File: src/rtl/core/m4vt_pkg.sv
`timescale 1ns / 1ps
`default_nettype none
// ----------------------------------------------------------------------------
// m4vt_pkg
// Shared types and fixed constants of the 4x4 matrix vector transform core.
// ----------------------------------------------------------------------------
package m4vt_pkg;

  // Width of every vector component and result component.
  localparam int DATA_W = 32;
  // Vector operands are split into two halves of this width for multiplication.
  localparam int HALF_W = 16;
  // Matrix dimension and coefficient count.
  localparam int N_DIM  = 4;
  localparam int N_COEF = 16;
  localparam int IDX_W  = 4;

  typedef enum logic {
    ACT_XFORM = 1'b0,
    ACT_LOAD  = 1'b1
  } m4vt_action_t;

  // Load enables for the two multiplier stages.
  typedef struct packed {
    logic ld_pp;
    logic ld_prod;
  } m4vt_mul_ctl_t;

  // Load enables for the three summation stages.
  typedef struct packed {
    logic ld_pair;
    logic ld_row;
    logic ld_out;
  } m4vt_sum_ctl_t;

endpackage
`default_nettype wire

File: src/rtl/core/m4vt_mul.sv
`timescale 1ns / 1ps
`default_nettype none
// ----------------------------------------------------------------------------
// m4vt_mul
// One coefficient times one vector component, in two register stages.
// ----------------------------------------------------------------------------
module m4vt_mul
  import m4vt_pkg::*;
#(
  parameter int COEF_WIDTH = 32
) (
  input  wire logic                                clk,
  input  wire m4vt_mul_ctl_t                       ctl,
  input  wire logic signed [COEF_WIDTH-1:0]        coef,
  input  wire logic signed [DATA_W-1:0]            vec_elem,
  output logic signed [COEF_WIDTH+DATA_W-1:0]      prod_r
);

  localparam int PROD_W = COEF_WIDTH + DATA_W;

  // The operand is split so each multiplier stays near 17 bits on one side.
  logic signed [HALF_W-1:0]              x_hi;
  logic signed [HALF_W:0]                x_lo;
  logic signed [COEF_WIDTH+HALF_W-1:0]   pp_hi_r;
  logic signed [COEF_WIDTH+HALF_W:0]     pp_lo_r;
  logic signed [PROD_W-1:0]              prod_nxt;

  assign x_hi = vec_elem[DATA_W-1:HALF_W];
  assign x_lo = {1'b0, vec_elem[HALF_W-1:0]};

  always_ff @(posedge clk) begin
    if (ctl.ld_pp) begin
      pp_hi_r <= coef * x_hi;
      pp_lo_r <= coef * x_lo;
    end
  end

  assign prod_nxt = (PROD_W'(pp_hi_r) <<< HALF_W) + PROD_W'(pp_lo_r);

  always_ff @(posedge clk) begin
    if (ctl.ld_prod) begin
      prod_r <= prod_nxt;
    end
  end

endmodule
`default_nettype wire

File: config.mk
export PLATFORM = sky130hd
export DESIGN_NAME = m4vt_mul
export DESIGN_NICKNAME = d
export VERILOG_FILES = /design/src/rtl/core/m4vt_pkg.sv /design/src/rtl/core/m4vt_mul.sv
export SDC_FILE = /design/constraint.sdc
export NUM_CORES = 2
export LEC_CHECK = 0
export ABC_CLOCK_PERIOD_IN_PS = 6900
export BUFFER_PORTS_ARGS = -buffer_cell sky130_fd_sc_hd__buf_4
export CAP_MARGIN = 10
export CORE_MARGIN = 2
export CORE_UTILIZATION = 45
export DETAILED_ROUTE_END_ITERATION = 8
export PLACE_DENSITY = 0.75
export SLEW_MARGIN = 0
export SYNTH_ARGS = -nofsm -noshare
export SYNTH_HDL_FRONTEND = slang
export SYNTH_SLANG_ARGS = --single-unit
export TNS_END_PERCENT = 1
File: constraint.sdc
create_clock -name clk -period 6.9 [get_ports clk]
set_input_delay 0.69 -clock clk [delete_from_list [all_inputs] [get_ports clk]]
set_output_delay 0.69 -clock clk [all_outputs]
set_load 0.05 [all_outputs]
Word-level counts from Yosys, hierarchy flattened
Cells that the tools add are included.

cells by class
  $add $sub $neg = 1
  multipliers = 2

operators with widths
  operator          number
  $add A64 B49 Y64  1
  $mul A32 B17 Y49  1
  $mul A32 B16 Y48  1

storage, ports and cells
  input bits = 67
  word-level logic and storage cells = 6
  output and inout bits = 64
  register bits = 161

Logic depth before layout (Yosys ltp)
  depth after elaboration = 1
  mapped depth = 26

Least setup slack after synthesis
No wires, ideal clock.

  kind = in2reg
  start = input coef[20]
  end = register pp_hi_r[43], data pin
  path buffers = 1
  setup slack = 0.369 ns
  stages on the path = 22
  arrival = 6.266 ns
  cell sequence = clkbuf_1 -> nand2_1 -> fa_1 -> fa_1 -> fa_1 -> inv_1 -> fa_1 -> fa_1 -> inv_1 -> fa_1 -> inv_1 -> ha_1 -> and2_1 -> a22o_1 -> o21ai_0 -> nand4b_1 -> o211ai_2 -> o21ai_1 -> o31a_1 -> a21oi_1 -> o21ai_0 -> xor2_1

between the ends
  cells in the longest elaborated chain, start to end = 1

RTL lines
  what                  line            source
  from (decl)           m4vt_mul.sv:14  input wire logic signed [COEF_WIDTH-1:0] coef,
  $mul A32 B16 Y48      m4vt_mul.sv:33  pp_hi_r <= coef * x_hi;
  to (signal assigned)  m4vt_mul.sv:33
  to (decl)             m4vt_mul.sv:24  logic signed [COEF_WIDTH+HALF_W-1:0] pp_hi_r;

Every way passes these cells.
A chain may end at the register's enable or synchronous reset.

Final worst setup path
  start = input coef[21]
  end = register pp_lo_r[42], data pin

between the ends
  cells in the longest elaborated chain, start to end = 1

RTL lines
  what                  line            source
  $mul A32 B17 Y49      m4vt_mul.sv:34  pp_lo_r <= coef * x_lo;
  to (signal assigned)  m4vt_mul.sv:34
  to (decl)             m4vt_mul.sv:25  logic signed [COEF_WIDTH+HALF_W:0] pp_lo_r;

Every way passes these cells.

==> flow_metrics.tcl <==
set metrics [dict create \
    ys_seq_area_frac 0.1121 \
    ant_nets 0 \
    crit_slowest_cell "fa_1" \
    clock-sinks 161 \
    viasPerCell 5.169 \
    io_pins 131 \
    finalHoldViolations 0 \
    final_nets 6187 \
    max_clock_freq_ghz 0.1495 \
    placed_cells_incl_taps 6111 \
    rows 113 \
    start_kind "primary input" \
    grt_pass1_wl_um 183100 \
    final_cell_count_no_fill 6144 \
    cts_tree "built" \
    fp.dieW_um 313.6 \
    grt_pass1_vias 34543 \
    postSynthCellCount 4632 \
    slew_headroom 0.4571 \
    numCtsBuffers 17 \
    finalMaxSlewViolations 0 \
    worstPathRequired_ns 7.13 \
    die_h_um 313.6 \
    overflow 0 \
    syn_avg_cell_area_um2 9.311 \
    synth_warnings 0 \
    ys_ff_latch 161 \
    layout_common_cells "1158 x inv_1, 976 x fa_1, 670 x nand2_1, 418 x buf_4, 397 x and2_1" \
    grt_max_degree 60 \
    fin_area_um2 47880 \
    tightest_slew_ns 0.8143 \
    path_common_cell "fa_1" \
    cp.arrival_ns 6.92 \
    crit_chain "buf_4, buf_4, nand2_1, fa_1, fa_1, fa_1, inv_1, fa_1, fa_1, inv_1, fa_1, inv_1, ha_1, a21oi_2, o21bai_1, a21o_1, a2111oi_0, a31oi_1, buf_4, nand4_1, a21oi_2, a21oi_2, o21ai_1, xor2_1" \
    synthArstFlopShare 0 \
    clock-root-buffer "clkbuf_16" \
    hold_path.class "reg -> reg" \
    clk_pin_slew_ns 0.07 \
    crit_type "in -> reg" \
    synth_ff_type "edfxtp_1" \
    clk_path_buf_depth 2 \
    antenna_found_initial 3 \
    worstSkewPairLatency_ns 0.49 \
    synth-edff-count 161 \
    yosysUniqueCellTypes 72 \
    die-area_um2 98340 \
    min_period_ns 6.690 \
    initialDrtViolationCount 2131 \
    worst_clock_skew_ns 0.01740 \
    rsz0062_at_grt "true" \
    drive_above_1_share 0.1017 \
    cp-end-kind "register" \
    drt-pass1-iter-count 6 \
    portBuffers 130 \
    start_util 0.4539 \
    detail_route.wl_per_cell_um 18.26 \
    htree_num_levels 4 \
    antennaDiodeCount 0 \
    synth_nets 5953 \
    area_growth_pct 11.01 \
    finalCritPeriodShare 0.9696 \
    dp_hpwl_um 95650 \
    setup_viol 0 \
    status "completed" \
    route.vias.total 31760 \
    crit_path_max_incr_delay_ns 0.58 \
    drc 0 \
    maxCapViolCount 0 \
    core-area_um2 95010 \
    crit_fanout 12 \
    placed_cell_area_um2 47280 \
    netlist_area_um2 43130 \
    place_congestion 0.9699 \
    layout_commonest_cell "inv_1" \
    track_usage 0.2388 \
    routed_wl_um 112200 \
]
-- flip-flops by register name, indices dropped and copies added (netlist names) --
| name | cells |
|---|---|
| prod_r | 64 |
| pp_hi_r | 48 |
| pp_lo_r | 49 |
-- what timing repair did --
item | CTS | global route
hold endpoints to repair | 0 | 0
hold buffers | 0 | 0
endpoints found under the setup margin | 2 | 16
resized for setup | 1 | 10
setup buffers | 0 | 1
pin swaps | 0 | 2
-- metrics by stage --
stage / TNS [ns] / setup WS (ns) / hold WS [ns] / util
after global routing: -0.03604 / -0.03604 / 0.4182 / 0.5039
after global placement: -5.613 / -0.5193 / 0.4021 / 0.4976
final: 0 / 0.2099 / 0.4131 / 0.5039
after CTS: 0 / 0.05276 / 0.4143 / 0.5033
after floorplan: 0 / 0.3688 / 0.4003 / -
after detailed placement: -5.994 / -0.5530 / 0.4045 / 0.4976
-- cells by family (layout without fill, tap and decap cells) --
group,count (synthesis),count (layout),synth area share
adder cells (fa/ha/maj),1254,1254,0.5337
buffers and inverters,1376,1623,0.1198
AND/OR/NAND/NOR,1293,1293,0.1429
flip-flops,161,161,0.1121
AO/OA/AOI/OAI,403,403,0.06202
XOR/XNOR,145,145,0.02945
-- critical path: cells and delay by family --
| family | cells | cell delay, ns |
|---|---|---|
| fa+ha+maj | 7 | 3.47 |
| compound gates | 8 | 1.56 |
| buf+inv | 6 | 0.77 |
| simple gates | 2 | 0.25 |
| xor+xnor | 1 | 0.15 |
-- path summary, 6_finish.rpt --
check,from,to,slack (ns),cells past startpoint
max,coef[21],pp_lo_r[42],0.21,24
min,pp_lo_r[14],prod_r[14],0.41,0
max reg2reg,pp_lo_r[22],prod_r[48],3.19,11
min reg2reg,pp_lo_r[14],prod_r[14],0.41,0
-- synthesized netlist by cell type, types with 3 or more instances --
master,number,area [um^2]
fa_1,976,19540
o21bai_1,18,135.1
o31ai_1,4,30.03
nor2b_1,17,106.4
nor2_1,95,356.6
xnor2_1,101,884.6
o21a_1,14,105.1
a21boi_0,3,22.52
nor3_1,15,75.07
edfxtp_1,161,4835
a21oi_2,3,26.28
and2_1,397,2484
nand3_1,21,105.1
buf_1,3,11.26
a211oi_1,7,52.55
o21ai_1,12,60.06
o221ai_1,3,26.28
nand2_1,670,2515
xor2_1,44,385.4
nand2b_1,23,143.9
a41oi_1,5,43.79
a31o_2,7,61.31
a311oi_1,3,26.28
o31a_1,3,26.28
a2111oi_0,3,26.28
and3_1,6,37.54
nor3b_1,3,22.52
a31oi_1,9,56.30
nand4_1,21,131.4
a221oi_2,3,45.04
o211ai_1,4,30.03
o21ai_0,57,285.3
o41ai_1,3,26.28
a21oi_1,130,650.6
or3_1,7,43.79
clkbuf_1,211,792.0
ha_1,278,3478
nand3b_1,4,30.03
a21o_1,85,638.1
inv_1,1158,4347
and4_1,6,52.55
-- routing by layer --
metal  wire length (um)  GRT usage  part of all wire  up-vias
li1                   -          -                 -    14129
met1              45900     0.3131              0.41    16068
met2              52180     0.3902              0.47     1308
met3              10360    0.05819             0.092      251
met4               3729    0.07775             0.033        4
met5                 23          0           0.00021        -
-- layout make-up --
| type | instances | area [um^2] |
|---|---|---|
| fillers | 8643 | 47130 |
| multi-input cells | 3095 | 33180 |
| flip-flops and latches | 161 | 4835 |
| inverters | 1159 | 4350 |
| repair buffers | 432 | 3401 |
| well taps | 1265 | 1583 |
| clock buffers | 19 | 432.9 |
| clock inverters | 13 | 101.3 |
Power is left out: the tool's default activity adds up to more than one toggle a clock period on the data nets, which glitch-free logic cannot reach.
