<file path="src/rtl/core/m4vt_pkg.sv">
`timescale 1ns / 1ps
`default_nettype none
// ----------------------------------------------------------------------------
// m4vt_pkg
// Shared types and fixed constants of the 4x4 matrix vector transform core.
// ----------------------------------------------------------------------------
package m4vt_pkg;

  // Width of every vector component and result component.
  localparam int DATA_W = 32;
  // Vector operands are split into two halves of this width for multiplication.
  localparam int HALF_W = 16;
  // Matrix dimension and coefficient count.
  localparam int N_DIM  = 4;
  localparam int N_COEF = 16;
  localparam int IDX_W  = 4;

  typedef enum logic {
    ACT_XFORM = 1'b0,
    ACT_LOAD  = 1'b1
  } m4vt_action_t;

  // Load enables for the two multiplier stages.
  typedef struct packed {
    logic ld_pp;
    logic ld_prod;
  } m4vt_mul_ctl_t;

  // Load enables for the three summation stages.
  typedef struct packed {
    logic ld_pair;
    logic ld_row;
    logic ld_out;
  } m4vt_sum_ctl_t;

endpackage
`default_nettype wire

</file>
<file path="src/rtl/core/m4vt_row_sum.sv">
`timescale 1ns / 1ps
`default_nettype none
// ----------------------------------------------------------------------------
// m4vt_row_sum
// Sums the four products of one matrix row, scales and saturates the result.
// ----------------------------------------------------------------------------
module m4vt_row_sum
  import m4vt_pkg::*;
#(
  parameter int COEF_WIDTH = 32,
  parameter int FRAC_BITS  = 16
) (
  input  wire logic                                  clk,
  input  wire m4vt_sum_ctl_t                         ctl,
  input  wire logic signed [COEF_WIDTH+DATA_W-1:0]   prod [N_DIM],
  output logic signed [DATA_W-1:0]                   res_r
);

  localparam int PROD_W = COEF_WIDTH + DATA_W;
  localparam int SUM_W  = PROD_W + 2;

  logic signed [SUM_W-1:0]         pair0_r;
  logic signed [SUM_W-1:0]         pair1_r;
  logic signed [SUM_W-1:0]         row_r;
  logic signed [SUM_W-1:0]         shifted;
  logic        [SUM_W-1:DATA_W-1]  upper;
  logic signed [DATA_W-1:0]        res_nxt;

  always_ff @(posedge clk) begin
    if (ctl.ld_pair) begin
      pair0_r <= SUM_W'(prod[0]) + SUM_W'(prod[1]);
      pair1_r <= SUM_W'(prod[2]) + SUM_W'(prod[3]);
    end
  end

  always_ff @(posedge clk) begin
    if (ctl.ld_row) begin
      row_r <= pair0_r + pair1_r;
    end
  end

  // Arithmetic shift floors toward minus infinity; the value fits when all
  // bits from the result's sign bit upward agree.
  assign shifted = row_r >>> FRAC_BITS;
  assign upper   = shifted[SUM_W-1:DATA_W-1];

  always_comb begin
    if ((&upper) || (~|upper)) begin
      res_nxt = shifted[DATA_W-1:0];
    end else if (shifted[SUM_W-1]) begin
      res_nxt = {1'b1, {(DATA_W-1){1'b0}}};
    end else begin
      res_nxt = {1'b0, {(DATA_W-1){1'b1}}};
    end
  end

  always_ff @(posedge clk) begin
    if (ctl.ld_out) begin
      res_r <= res_nxt;
    end
  end

endmodule
`default_nettype wire

</file>
<file path="config.mk">
export PLATFORM = sky130hd
export DESIGN_NAME = m4vt_row_sum
export DESIGN_NICKNAME = d
export VERILOG_FILES = /design/src/rtl/core/m4vt_pkg.sv /design/src/rtl/core/m4vt_row_sum.sv
export SDC_FILE = /design/constraint.sdc
export NUM_CORES = 1
export LEC_CHECK = 0
export BUFFER_PORTS_ARGS = -buffer_cell sky130_fd_sc_hd__buf_2
export CORE_ASPECT_RATIO = 1.25
export CORE_MARGIN = 5
export CORE_UTILIZATION = 30
export CTS_CLUSTER_SIZE = 40
export DETAILED_ROUTE_END_ITERATION = 10
export SLEW_MARGIN = 20
export SYNTH_ARGS = -nofsm -noshare
export SYNTH_HDL_FRONTEND = slang
export SYNTH_SLANG_ARGS = --single-unit
</file>
<file path="constraint.sdc">
create_clock -name clk -period 3.8 [get_ports clk]
set_input_delay 0.38 -clock clk [delete_from_list [all_inputs] [get_ports clk]]
set_output_delay 0.38 -clock clk [all_outputs]
set_load 0.05 [all_outputs]
</file>
* Word-level counts from Yosys, hierarchy flattened
Cells that the tools add are included.
Storage, ports and cells: flip-flop bits (word level) 230, latch bits 0, bits in writable memories 0, ROM bits 0, input bits 260, output and inout bits 32, word-level logic and storage cells 13, memories 0
Operators by class: $add $sub $neg 3, multipliers 0, divide/modulo/power cells 0, order comparisons 0, equality and inequality tests 0, shift-type cells 0, multiplexer cells 2, bitwise operators 0, reductions and logical operators 4
Operators by type and width (number):
- 64-bit by 64-bit adder with 65-bit output | 2
- 66-bit adder | 1
- 32-bit two-way mux | 2
- 19-bit AND reduction | 1
- 19-bit OR reduction | 1
- 1-bit zero test | 1
- 1-bit logical OR | 1

* Longest topological paths before layout
Gate-level depths: netlist of the first run.
word-level depth 4, depth in mapped cells 12, depth with buffers taken out 12

* Least setup slack after synthesis of the first run
OpenSTA, ideal clock, no wires.
path kind input to register, from in prod[0] (netlist bit), to reg pair1_r[52], data pin, setup time 0.266 ns, arrival 3.224 ns, required time 3.534 ns, path slack 0.310 ns, cell stages on the path 12, buffers on the path 0, cells stage by stage ha_1 > fa_1 > a211o_1 > a2111oi_2 > or2_2 > a311oi_2 > o311ai_2 > a31oi_1 > a31o_2 > a21boi_2 > o21ai_0 > xor2_1
On the way: longest elaborated chain between the ends 1
RTL lines:
- start, declared | line m4vt_row_sum.sv:15 | input wire logic signed [COEF_WIDTH+DATA_W-1:0] prod [N_DIM],
- 64-bit by 64-bit adder with 65-bit output | line m4vt_row_sum.sv:32 | pair1_r <= SUM_W'(prod[2]) + SUM_W'(prod[3]);
- end signal, assigned | line m4vt_row_sum.sv:32
- end, declared | line m4vt_row_sum.sv:23 | logic signed [SUM_W-1:0] pair1_r;
No other way between the ends. A chain may end at the register's enable or synchronous reset.

* Worst setup path in the final report of the first run
from reg pair0_r[2], to reg row_r[63], data pin
On the way: longest elaborated chain between the ends 1
RTL lines:
- start, declared | line m4vt_row_sum.sv:22 | logic signed [SUM_W-1:0] pair0_r;
- start signal, assigned | line m4vt_row_sum.sv:31 | pair0_r <= SUM_W'(prod[0]) + SUM_W'(prod[1]);
- 66-bit adder | line m4vt_row_sum.sv:38 | row_r <= pair0_r + pair1_r;
- end signal, assigned | line m4vt_row_sum.sv:38
- end, declared | line m4vt_row_sum.sv:24 | logic signed [SUM_W-1:0] row_r;
No other way between the ends.

==> summary.md, run 1 <==
| Metric | Value |
|---|---|
| Sequential Area | around 6400 um2 |
| Mapped cell area | 17200 um2 |
| Post-synth EDFFs | 212 |
| Worst EP required | just over 4 ns |
| Remaining Overflow, GRT | 0 |
| Synth Area in Adders | 14.2% |
| Largest family of logic cells by synthesized area | compound AO/OA/AOI/OAI gates |
| Finished Core Util | 36.6% |
| Die ar. | a little over 60000 um2 |
| TritonCTS clock tree | done |
| Global-route wire length before repair | 83900 um |
| Power Density | approximately 480 nW/um2 |
| Max-Cap Viols | 0 |
| WP data arrival | 3.79 ns |
| Commonest non-fill, non-tap cells in the layout | buf_2, edfxtp_1, a21oi_1 |
| Cells after Synth | around 1800 |
| Main synth FF type | edfxtp_1 |
| Critical path endpoint category | register |
| Slew @ Worst Pin | 1.03 ns |
| Pre-Repair DR Iteration Count | 5 |
| Routability cong. | 0.965 |
| Largest net degree at the start of global routing | 89 |
| Min Tclk post-route | 3.52 ns |
| Area of the multi-input gates | 10400 um2 |
| Mux contribution to synthesized area | less than 1% |
| Syn nets | roughly 2200 |
| Core area | 57000 um2 |
| Total CTS buffers | 23 |
| Reg2reg end | row_r[63]$_DFFE_PP_ |
| Maximum VDD drop | around 0.24 mV |
| GRT met1 Usage | a little under a quarter |
| YS warnings | 0 |
| Place WS | -0.177 ns |
| Final WS setup | ~0.28 ns |
| Worst hold start | prod[192] |
| Final nets | roughly 2600 |
| Tot GR Track Use | 16.7% |
| Worst-path cell chain | ha_1 -> a21oi_1 -> a21oi_1 -> o31ai_1 -> nand3_1 -> o22ai_1 -> o21a_1 -> o31ai_2 -> a311oi_1 -> buf_4 -> nor3_1 -> o41a_1 |
| Leading cell type in the layout, fill and taps excluded | buf_2 |
| Final setup fails | 0 |
| Final worst-path cycle share | between 90 and 100% |
| Post-CTS Setup Bufs | 0 |
| Met2 Use GR | a little over a quarter |
| Worst hold endpoint | pair0_r[0]$_DFFE_PP_ |
| Mapped Avg Cell Area | 9.64 um2 |
| Slew Limit Fails | 0 |
| M3 GR Usage | 2.21% |
| Max Fclk | about 0.28 GHz |
| Die Height | roughly 280 um |
| HP Class | in -> reg |
| Site Rows | ~100 |
| Number of global-route vias before repair | roughly 15000 |
| CTS root buf | clkbuf_16 |
| Post-synthesis sequential area ratio | a little under two fifths |
| Final hold vios | 0 |
| FF+latch count, synth | 212 |
| Synth Area in Compound Gates | approximately 26% |
| Clock Latency Late Sink | 0.52 ns |
| R2R depth | 12 |
| Clock transition at path regs | approximately 0.060 ns |
| Drt wl/cell | 18.9 um |
| CP most frequent cell | a21oi_1 |
| CTS Hold Buffers Added | 0 |
| DRC errors left | 0 |
| Max H-tree Level | 1 |
| Xor/xnor share of the synthesized area | 8.36% |
| WHS Path Cells | 2 |
| Post-DP HPWL | approximately 46000 um |
| Slowest-stage cell, CP | o31ai_1 |
| CTS sink cnt | 212 |
| Async S/R FF share, synth | 0% |
| Setup Skew | around 0.015 ns |
| CTS max path bufs | 3 |
| CP Launch Type | register |
| CP max stage delay | 0.44 ns |
| Post-synthesis simple-gate area fraction | between 10% and 20% |
| Worst-path maximum fanout | 4 |
| Cts repair resizes | 0 |
| Outcome | finished, final reports clean |
| Fill cells | roughly 5800 |
| Crit path kind | reg -> reg |
| Initial antenna violation count | 15 |
| RSZ-0062 raised after global routing | no |
| Slew HR | approximately a third |
| Leakage | about 9 nW |
| Layout cells sized above 1 | between 20% and 30% |
| DRT antenna net count | 0 |
| Starting density of the core | 30.1% |
| Grt peak-use layer | met2 |
| Register-to-Register Setup Slack | between 0.2 and 0.3 ns |
| First DRT Iteration DRCs | approximately 880 |
| Worst R2R Start | pair0_r[2]$_DFFE_PP_ |
| Vias per cell | 5.26 |
| IO Port Bufs | ~290 |
| Distinct cells, synth | 70 |
| Chip width | between 200 and 250 um |
| Total wire length | roughly 55000 um |
| Via count | 15200 |
| I/O pin total | about 300 |
| Area Overhead vs Synth | 21.3% |
power breakdown:
group	internal (mW)	switching (mW)	leakage [nW]
sequential	3.31	0.244	2.07
clock	1.52	0.944	0.399
combinational	1.61	2.31	6.57
cells by family (layout without fill, tap and decap cells):
kind of cell,count (synthesis),count (layout)
AOI/OAI and AO/OA,666,666
and+or+nand+nor,432,432
DFF,212,212
adders and majority gates,194,194
xor gates and xnor gates,164,164
buffers and inverters,113,467
muxes,1,1
other,0,5
state kept, by name (all words and copies together) (netlist names):
name,count
pair0_r,65
pair1_r,65
res_r,32
row_r,50
how the worst max path moves through the flow:
stage | start | to | slack, ns
after floorplan | prod[0] | pair1_r[52]$_DFFE_PP_ | 0.31
after global placement | prod[0] | pair1_r[60]$_DFFE_PP_ | -0.19
after detailed placement | prod[0] | pair1_r[64]$_DFFE_PP_ | -0.18
after CTS | pair0_r[2]$_DFFE_PP_ | row_r[63]$_DFFE_PP_ | 0.31
after global routing | pair1_r[14]$_DFFE_PP_ | row_r[60]$_DFFE_PP_ | 0.09
final | pair0_r[2]$_DFFE_PP_ | row_r[63]$_DFFE_PP_ | 0.28
cell usage after synthesis, drive strengths merged, types with 7 or more instances:
master  count  area (um2)
edfxtp    212        6370
a21oi     209        1050
ha        192        2400
a21o      134        1010
nand2     126         473
o21ai     104         524
nor2       94         353
xnor2      87         762
xor2       77         674
clkbuf     57         214
nand4      54         338
inv        50         188
o21bai     40         300
nor3       31         155
o21a       27         203
nor2b      24         150
a31oi      22         138
nand3      21         105
and3       20         125
nand2b     19         119
a211oi     17         128
o31ai      15         141
nor4       14        87.6
o211ai     13        97.6
a21boi      7        56.3
a221o       7        70.1
a221oi      7        61.3
a311oi      7        67.6
or2         7        43.8
worst max-delay path: cells and delay by family (launching register included):
kind	cells	cell delay, ns
buf+inv	1	0.18
flops	1	0.36
simple gates	2	0.24
compound gates	8	2.17
fa+ha+maj	1	0.32
layer usage:
metal / share of wire (%) / vias to the layer above
met5: 0.20 / -
met4: 4.9 / 14
met3: 4.8 / 129
met2: 45 / 472
met1: 45 / 7082
li1: - / 7503
layout make-up:
class | instances | area share [%]
multi-input combinational | 1457 | 49.9
clock buffer | 23 | 2.76
antenna | 5 | 0.0600
timing repair buffer | 376 | 10.1
inverter | 50 | 0.900
tap | 750 | 4.50
sequential | 212 | 30.5
clock inverter | 18 | 1.24
per-stage QoR:
stage | setup TNS, ns | total power, mW | std cells | hold WS (ns) | instance area [um2]
final | 0 | 9.94 | 2891 | 0.170 | 20900
after CTS | 0 | 10.0 | 2886 | 0.152 | 20800
after global placement | -0.621 | 7.46 | 2845 | 0.513 | 20000
after floorplan | 0 | 6.22 | 1782 | 0.492 | 17200
after global routing | 0 | 10.6 | 2890 | 0.175 | 20900
after detailed placement | -0.678 | 7.48 | 2845 | 0.507 | 20000
Power figures use the tool's default switching activity.
==> inputs of run 2 (changes only) <==
Settings changed: CORE_ASPECT_RATIO 1.25 to 1.5.
Clock period 3.8 ns to 4.6 ns, I/O delays scaled along.
==> run 2 against run 1 <==
Compared with the run above: non-clock buffer count decreased by 74; maximum frequency fell by 14%; setup slack better by 0.24 ns; largest cell class unchanged; power decreased by 19%; first-iteration DRC count decreased by 12%.
==> summary.md, run 2 (synthesis gave the netlist of run 1 again) <==
| Metric | Value |
|---|---|
| Outcome | finished, final reports clean |
| Pint | 5.18 mW (-20%) |
| Die Height | 303 um (+9.2%) |
| Clock transition at path regs | 0.06 ns (about the same) |
| Starting density of the core | 30.3% (+0.13 points) |
| Slew @ Worst Pin | 0.816 ns (-0.209 ns) |
| Clock Power Share | 24.3% (-0.5 points) |
| Cts repair resizes | 0 (unchanged) |
| Worst hold start | prod[64] |
| Slew HR | 45.6% (+14 points) |
| HP Class | in -> reg |
| Register share of total power | 36.3% (+0.5 points) |
| Net Sw Power | 2.85 mW (-18%) |
| CTS max path bufs | 3 (unchanged) |
| Area Overhead vs Synth | 17.8% |
| Power share of the combinational group | 39.4% (about the same) |
| Worst-path cell chain | ha_1 -> nand4_1 -> nor3_1 -> nand2_1 -> a21oi_1 -> o2111ai_1 -> a21oi_1 -> o21bai_1 -> a21boi_1 -> mux2i_1 -> nand2_1 |
| IO Port Bufs | 291 (unchanged) |
| Total CTS buffers | 23 (unchanged) |
| Via count | 14800 (-2.6%) |
| DRT antenna net count | 0 (unchanged) |
| Fill cells | 5819 (+0.95%) |
| Crit-path leading delay family | compound AO/OA/AOI/OAI gates |
| Final setup fails | 0 (unchanged) |
| First DRT Iteration DRCs | 776 (-12%) |
| Worst R2R Start | pair1_r[24]$_DFFE_PP_ |
| Post-CTS Setup Bufs | 0 (unchanged) |
| Slowest-stage cell, CP | a21oi_1 |
| Worst-path maximum fanout | 9 (+5) |
| CP max stage delay | 0.57 ns (+0.13 ns) |
| Max H-tree Level | 1 (unchanged) |
| Worst Setup SP | pair1_r[24]$_DFFE_PP_ |
| Pre-Repair DR Iteration Count | 5 (unchanged) |
| Vias per cell | 5.24 (-0.29%) |
| Switching Fraction | 35.5% (+0.38 points) |
| Clock Latency Late Sink | 0.52 ns (about the same) |
| Slew Limit Fails | 0 (unchanged) |
| Max-Cap Viols | 0 (unchanged) |
| WP data arrival | 4.34 ns (+0.55 ns) |
| Final hold vios | 0 (unchanged) |
| Site Rows | 107 (+9.2%) |
| Placement Cell Area | 19400 um2 (-2.8%) |
| CTS root buf | clkbuf_16 |
| RSZ-0062 raised after global routing | no |
| Chip width | 205 um (-8.3%) |
| I/O pin total | 292 (unchanged) |
| Total wire length | 55900 um (+2.4%) |
| Drt wl/cell | 19.8 um (+4.9%) |
| # placed instances | 2783 (-2.2%) |
| Worst EP required | 4.86 ns (+0.79 ns) |
| Final worst-path cycle share | 88.7% (-4.0 points) |
| Crit path kind | reg -> reg |
| Commonest non-fill, non-tap cells in the layout | buf_2, edfxtp_1, a21oi_1 |
| DRC errors left | 0 (unchanged) |
| Die ar. | 62300 um2 (+0.11%) |
| Largest net degree at the start of global routing | 60 (-33%) |
| Leading cell type in the layout, fill and taps excluded | buf_2 |
| Top flop regs | pair0_r x65, pair1_r x65, row_r x50 |
| Layout Cells excl Fill | 2824 (-2.3%) |
| Tot GR Track Use | 17.4% (+0.64 points) |
| Leakage | 8.65 nW (-4.3%) |
| Post-DP HPWL | 47800 um (+3.8%) |
| Global-route wire length before repair | 85000 um (+1.3%) |
| Remaining Overflow, GRT | 0 (unchanged) |
| Core area | 56800 um2 (-0.44%) |
| Maximum VDD drop | 0.246 mV (+2.4%) |
| Post-route cell area | 20200 um2 (-2.9%) |
| Buf/Inv on CP | 0 (-1) |
| Power Density | 397 nW/um2 (-17%) |
| Initial antenna violation count | 0 (-15) |
| Total negative slack | 0 ns (unchanged) |
| Number of global-route vias before repair | 15200 (+0.45%) |
| Routability cong. | 0.982 (+1.7%) |
| Layout cells sized above 1 | 17.8% (-3.1 points) |
| Critical path endpoint category | register |
| Setup Skew | 0.0160 ns (+0.00122 ns) |
| Final nets | 2500 (-2.9%) |
| CTS Hold Buffers Added | 0 (unchanged) |
| CTS sink cnt | 212 (unchanged) |
| N_diodes | 0 (-5) |
| Min Tclk post-route | 4.08 ns (+0.557 ns) |
| TritonCTS clock tree | done |
| CP Launch Type | register |
| Max Fclk | 0.245 GHz (-14%) |
[run 2: cell types whose count changed in the layout (fill, tap and decap cells not counted), sizes merged]
cell	previous run	this run
bufinv	6	5
diode	5	0
buf	376	302
inv	52	50
clkinv	7	6
clkinvlp	3	2
clkbuf	23	27
[run 2: layout make-up]
class | instances | area [um2] | area share (%)
Clock buffer | 27 | 591 | 2.92
Clock inverter | 13 | 190 | 0.939
Inverter | 50 | 188 | 0.927
Multi-Input combinational cell | 1457 | 10400 | 51.4
Sequential cell | 212 | 6370 | 31.4
Tap cell | 763 | 955 | 4.71
Timing Repair Buffer | 302 | 1550 | 7.67
[run 2: layer usage]
layer	routed length (um)	vias up	part of all wire, %	track usage (%)
met2	28100	439	50	31.2
met4	1990	0	3.6	5.87
met1	23700	6913	42	21.8
met3	2200	97	3.9	1.54
li1	-	7355	-	-
met5	0	-	0	0
[run 2: power by group through the flow]
stage	clock, mW	combinational, mW	sequential [mW]
floorplan	0	2.13	3.00
global placement	0	3.13	2.96
detailed placement	0	3.15	2.96
CTS	2.02	3.16	2.92
global route	2.07	3.50	2.96
finish	1.95	3.17	2.91
[run 2: stage by stage]
| step | setup slack, ns | total power, mW | util [%] | hold WS [ns] |
|---|---|---|---|---|
| after floorplan | 1.03 | 5.14 | - | 0.495 |
| after global placement | 0.425 | 6.09 | 34.3 | 0.512 |
| after detailed placement | 0.381 | 6.11 | 34.3 | 0.510 |
| after CTS | 0.493 | 8.10 | 35.6 | 0.201 |
| after global routing | 0.307 | 8.53 | 35.7 | 0.218 |
| final | 0.519 | 8.03 | 35.7 | 0.233 |
[run 2: final timing paths]
path / to / slack, ns / cells past startpoint
setup / recovery: row_r[58]$_DFFE_PP_ / 0.52 / 11
hold / removal: pair1_r[0]$_DFFE_PP_ / 0.23 / 2
setup reg to reg: row_r[58]$_DFFE_PP_ / 0.52 / 11
hold reg to reg: res_r[26]$_DFFE_PP_ / 0.52 / 1
==> inputs of run 3 (changes only) <==
Settings changed: REMOVE_ABC_BUFFERS set to 1.
Clock period 4.6 ns to 4.4 ns, I/O delays scaled along.
==> run 3 against run 2 <==
Compared with the run above: clock power grew 3%; critical path depth is the same; count of clock-buffer cells in the layout grew 2; largest cell class unchanged; global-route usage grew 0.15 points; sequential share of layout area shrank 0.095 points; hold slack lost 0.029 ns.
==> summary.md, run 3 (synthesis gave the netlist of run 1 again) <==
| Metric | Value |
|---|---|
| Buf/Inv on CP | 0 (unchanged) |
| Total negative slack | 0 ns (unchanged) |
| CTS root buf | clkbuf_16 |
| Final worst-path cycle share | 88.7% (about the same) |
| Maximum VDD drop | 0.230 mV (-6.8%) |
| Site Rows | 107 (unchanged) |
| Critical path endpoint category | register |
| Total wire length | 56400 um (+0.79%) |
| Drt wl/cell | 19.9 um (+0.40%) |
| Critical Path Sink | row_r[63]$_DFFE_PP_ |
| DRT antenna net count | 0 (unchanged) |
| WP data arrival | 4.17 ns (-0.17 ns) |
| Post-route cell area | 20300 um2 (+0.30%) |
| Total CTS buffers | 24 (+4.3%) |
| Number of global-route vias before repair | 15400 (+1.2%) |
| N_diodes | 0 (unchanged) |
| Register-to-Register Setup Slack | 0.50 ns (-0.02 ns) |
| Crit-path leading delay family | compound AO/OA/AOI/OAI gates |
| Layout cells sized above 1 | 18.3% (+0.48 points) |
| Slew Limit Fails | 0 (unchanged) |
| Initial antenna violation count | 0 (unchanged) |
| Worst-path maximum fanout | 9 (unchanged) |
| Power Density | 413 nW/um2 (+4.2%) |
| Placement Cell Area | 19500 um2 (+0.41%) |
| Final hold vios | 0 (unchanged) |
| Max H-tree Level | 1 (unchanged) |
| Worst R2R Start | pair1_r[24]$_DFFE_PP_ |
| Largest net degree at the start of global routing | 131 (+120%) |
| Final setup fails | 0 (unchanged) |
| Via count | 14900 (+0.67%) |
| Vias per cell | 5.26 (+0.28%) |
| Area Overhead vs Synth | 18.2% |
| Leakage | 8.70 nW (+0.56%) |
| Reg2reg end | row_r[63]$_DFFE_PP_ |
| Max-Cap Viols | 0 (unchanged) |
| TritonCTS clock tree | done |
| Routability cong. | 0.933 (-5.0%) |
| Final WS setup | 0.495 ns (-0.0241 ns) |
| CP Launch Type | register |
| Top flop regs | pair0_r x65, pair1_r x65, row_r x50 |
| Slowest-stage cell, CP | ha_1 |
| Slew HR | 38.5% (-7.1 points) |
| I/O pin total | 292 (unchanged) |
| CP max stage delay | 0.49 ns (-0.08 ns) |
| Worst Setup SP | pair1_r[24]$_DFFE_PP_ |
| Min Tclk post-route | 3.90 ns (-0.176 ns) |
| HP Class | in -> reg |
| Tot GR Track Use | 17.5% (+0.15 points) |
| CTS Hold Buffers Added | 0 (unchanged) |
| Post-DP HPWL | 47500 um (-0.48%) |
| Final nets | 2509 (+0.36%) |
| Die Height | 303 um (unchanged) |
| Setup Skew | 0.0321 ns (+0.0161 ns) |
| Crit path kind | reg -> reg |
| IO Port Bufs | 291 (unchanged) |
| Outcome | finished, final reports clean |
| # placed instances | 2792 (+0.32%) |
| Fill cells | 5897 (+1.3%) |
| Place WS | 0.224 ns (-0.157 ns) |
| Cts repair resizes | 0 (unchanged) |
| Post-CTS Setup Bufs | 0 (unchanged) |
| CTS sink cnt | 212 (unchanged) |
| Remaining Overflow, GRT | 0 (unchanged) |
| Tot Pwr | 8.40 mW (+4.6%) |
| Leading cell type in the layout, fill and taps excluded | buf_2 |
| Pre-Repair DR Iteration Count | 6 (+1) |
| R2R depth | 11 (unchanged) |
| Die ar. | 62300 um2 (unchanged) |
| Core area | 56800 um2 (unchanged) |
| Starting density of the core | 30.3% (unchanged) |
| Clock Latency Late Sink | 0.55 ns (+0.03 ns) |
| RSZ-0062 raised after global routing | no |
| Chip width | 205 um (unchanged) |
| Worst-path cell chain | ha_1 -> nand4_1 -> nor3_1 -> nand3_1 -> nand4b_1 -> o2111ai_1 -> a21oi_1 -> o21bai_1 -> a21boi_1 -> o21ai_0 -> o41a_1 |
| Worst path depth | 11 (unchanged) |
| Max Fclk | 0.256 GHz (+4.5%) |
| DRC errors left | 0 (unchanged) |
| Commonest non-fill, non-tap cells in the layout | buf_2, edfxtp_1, a21oi_1 |
| CTS max path bufs | 3 (unchanged) |
| Layout Cells excl Fill | 2835 (+0.39%) |
| Slew @ Worst Pin | 0.911 ns (+0.0948 ns) |
| Worst EP required | 4.67 ns (-0.19 ns) |
| Clock transition at path regs | 0.06 ns (about the same) |
| First DRT Iteration DRCs | 751 (-3.2%) |
| Global-route wire length before repair | 85900 um (+1.1%) |
## run 3: metrics by stage
stage | hold slack [ns] | util (%)
after floorplan | 0.474 | -
after global placement | 0.513 | 34.4
after detailed placement | 0.505 | 34.4
after CTS | 0.193 | 35.8
after global routing | 0.185 | 35.8
final | 0.204 | 35.8
## run 3: layout make-up
class	count	area [um2]	area share [%]
tap	763	955	4.70
clock buffer	29	619	3.05
multi-input combinational	1457	10400	51.2
inverter	50	188	0.924
sequential	212	6370	31.3
clock inverter	14	160	0.789
timing repair buffer	310	1620	7.96
## run 3: worst min path at each step
stage,start,endpoint,cells past startpoint
floorplan,row_r[65]$_DFFE_PP_,res_r[31]$_DFFE_PP_,0
global placement,row_r[39]$_DFFE_PP_,res_r[23]$_DFFE_PP_,1
detailed placement,row_r[35]$_DFFE_PP_,res_r[19]$_DFFE_PP_,1
CTS,prod[192],pair0_r[0]$_DFFE_PP_,2
global route,prod[192],pair0_r[0]$_DFFE_PP_,2
finish,prod[192],pair0_r[0]$_DFFE_PP_,2
## run 3: report_power, final
part	internal [mW]	switching, mW
combinational	1.32	2.01
sequential	2.86	0.195
clock	1.18	0.833
## run 3: worst register-to-register path: stages (launching register included)
cell and delay, ns:
edfxtp_1 0.42, ha_1 0.49, nand4_1 0.17, nor3_1 0.49, nand3_1 0.24, nand4b_1 0.30, o2111ai_1 0.21, a21oi_1 0.33
o21bai_1 0.16, a21boi_1 0.48, o21ai_0 0.19, o41a_1 0.14
## run 3: layer usage
layer / share of wire [%] / global-route usage [%] / routed length (um)
met5: 0 / 0 / 0
met4: 4.6 / 7.66 / 2620
met3: 4.3 / 1.83 / 2410
met2: 49 / 30.7 / 27800
met1: 42 / 21.8 / 23500
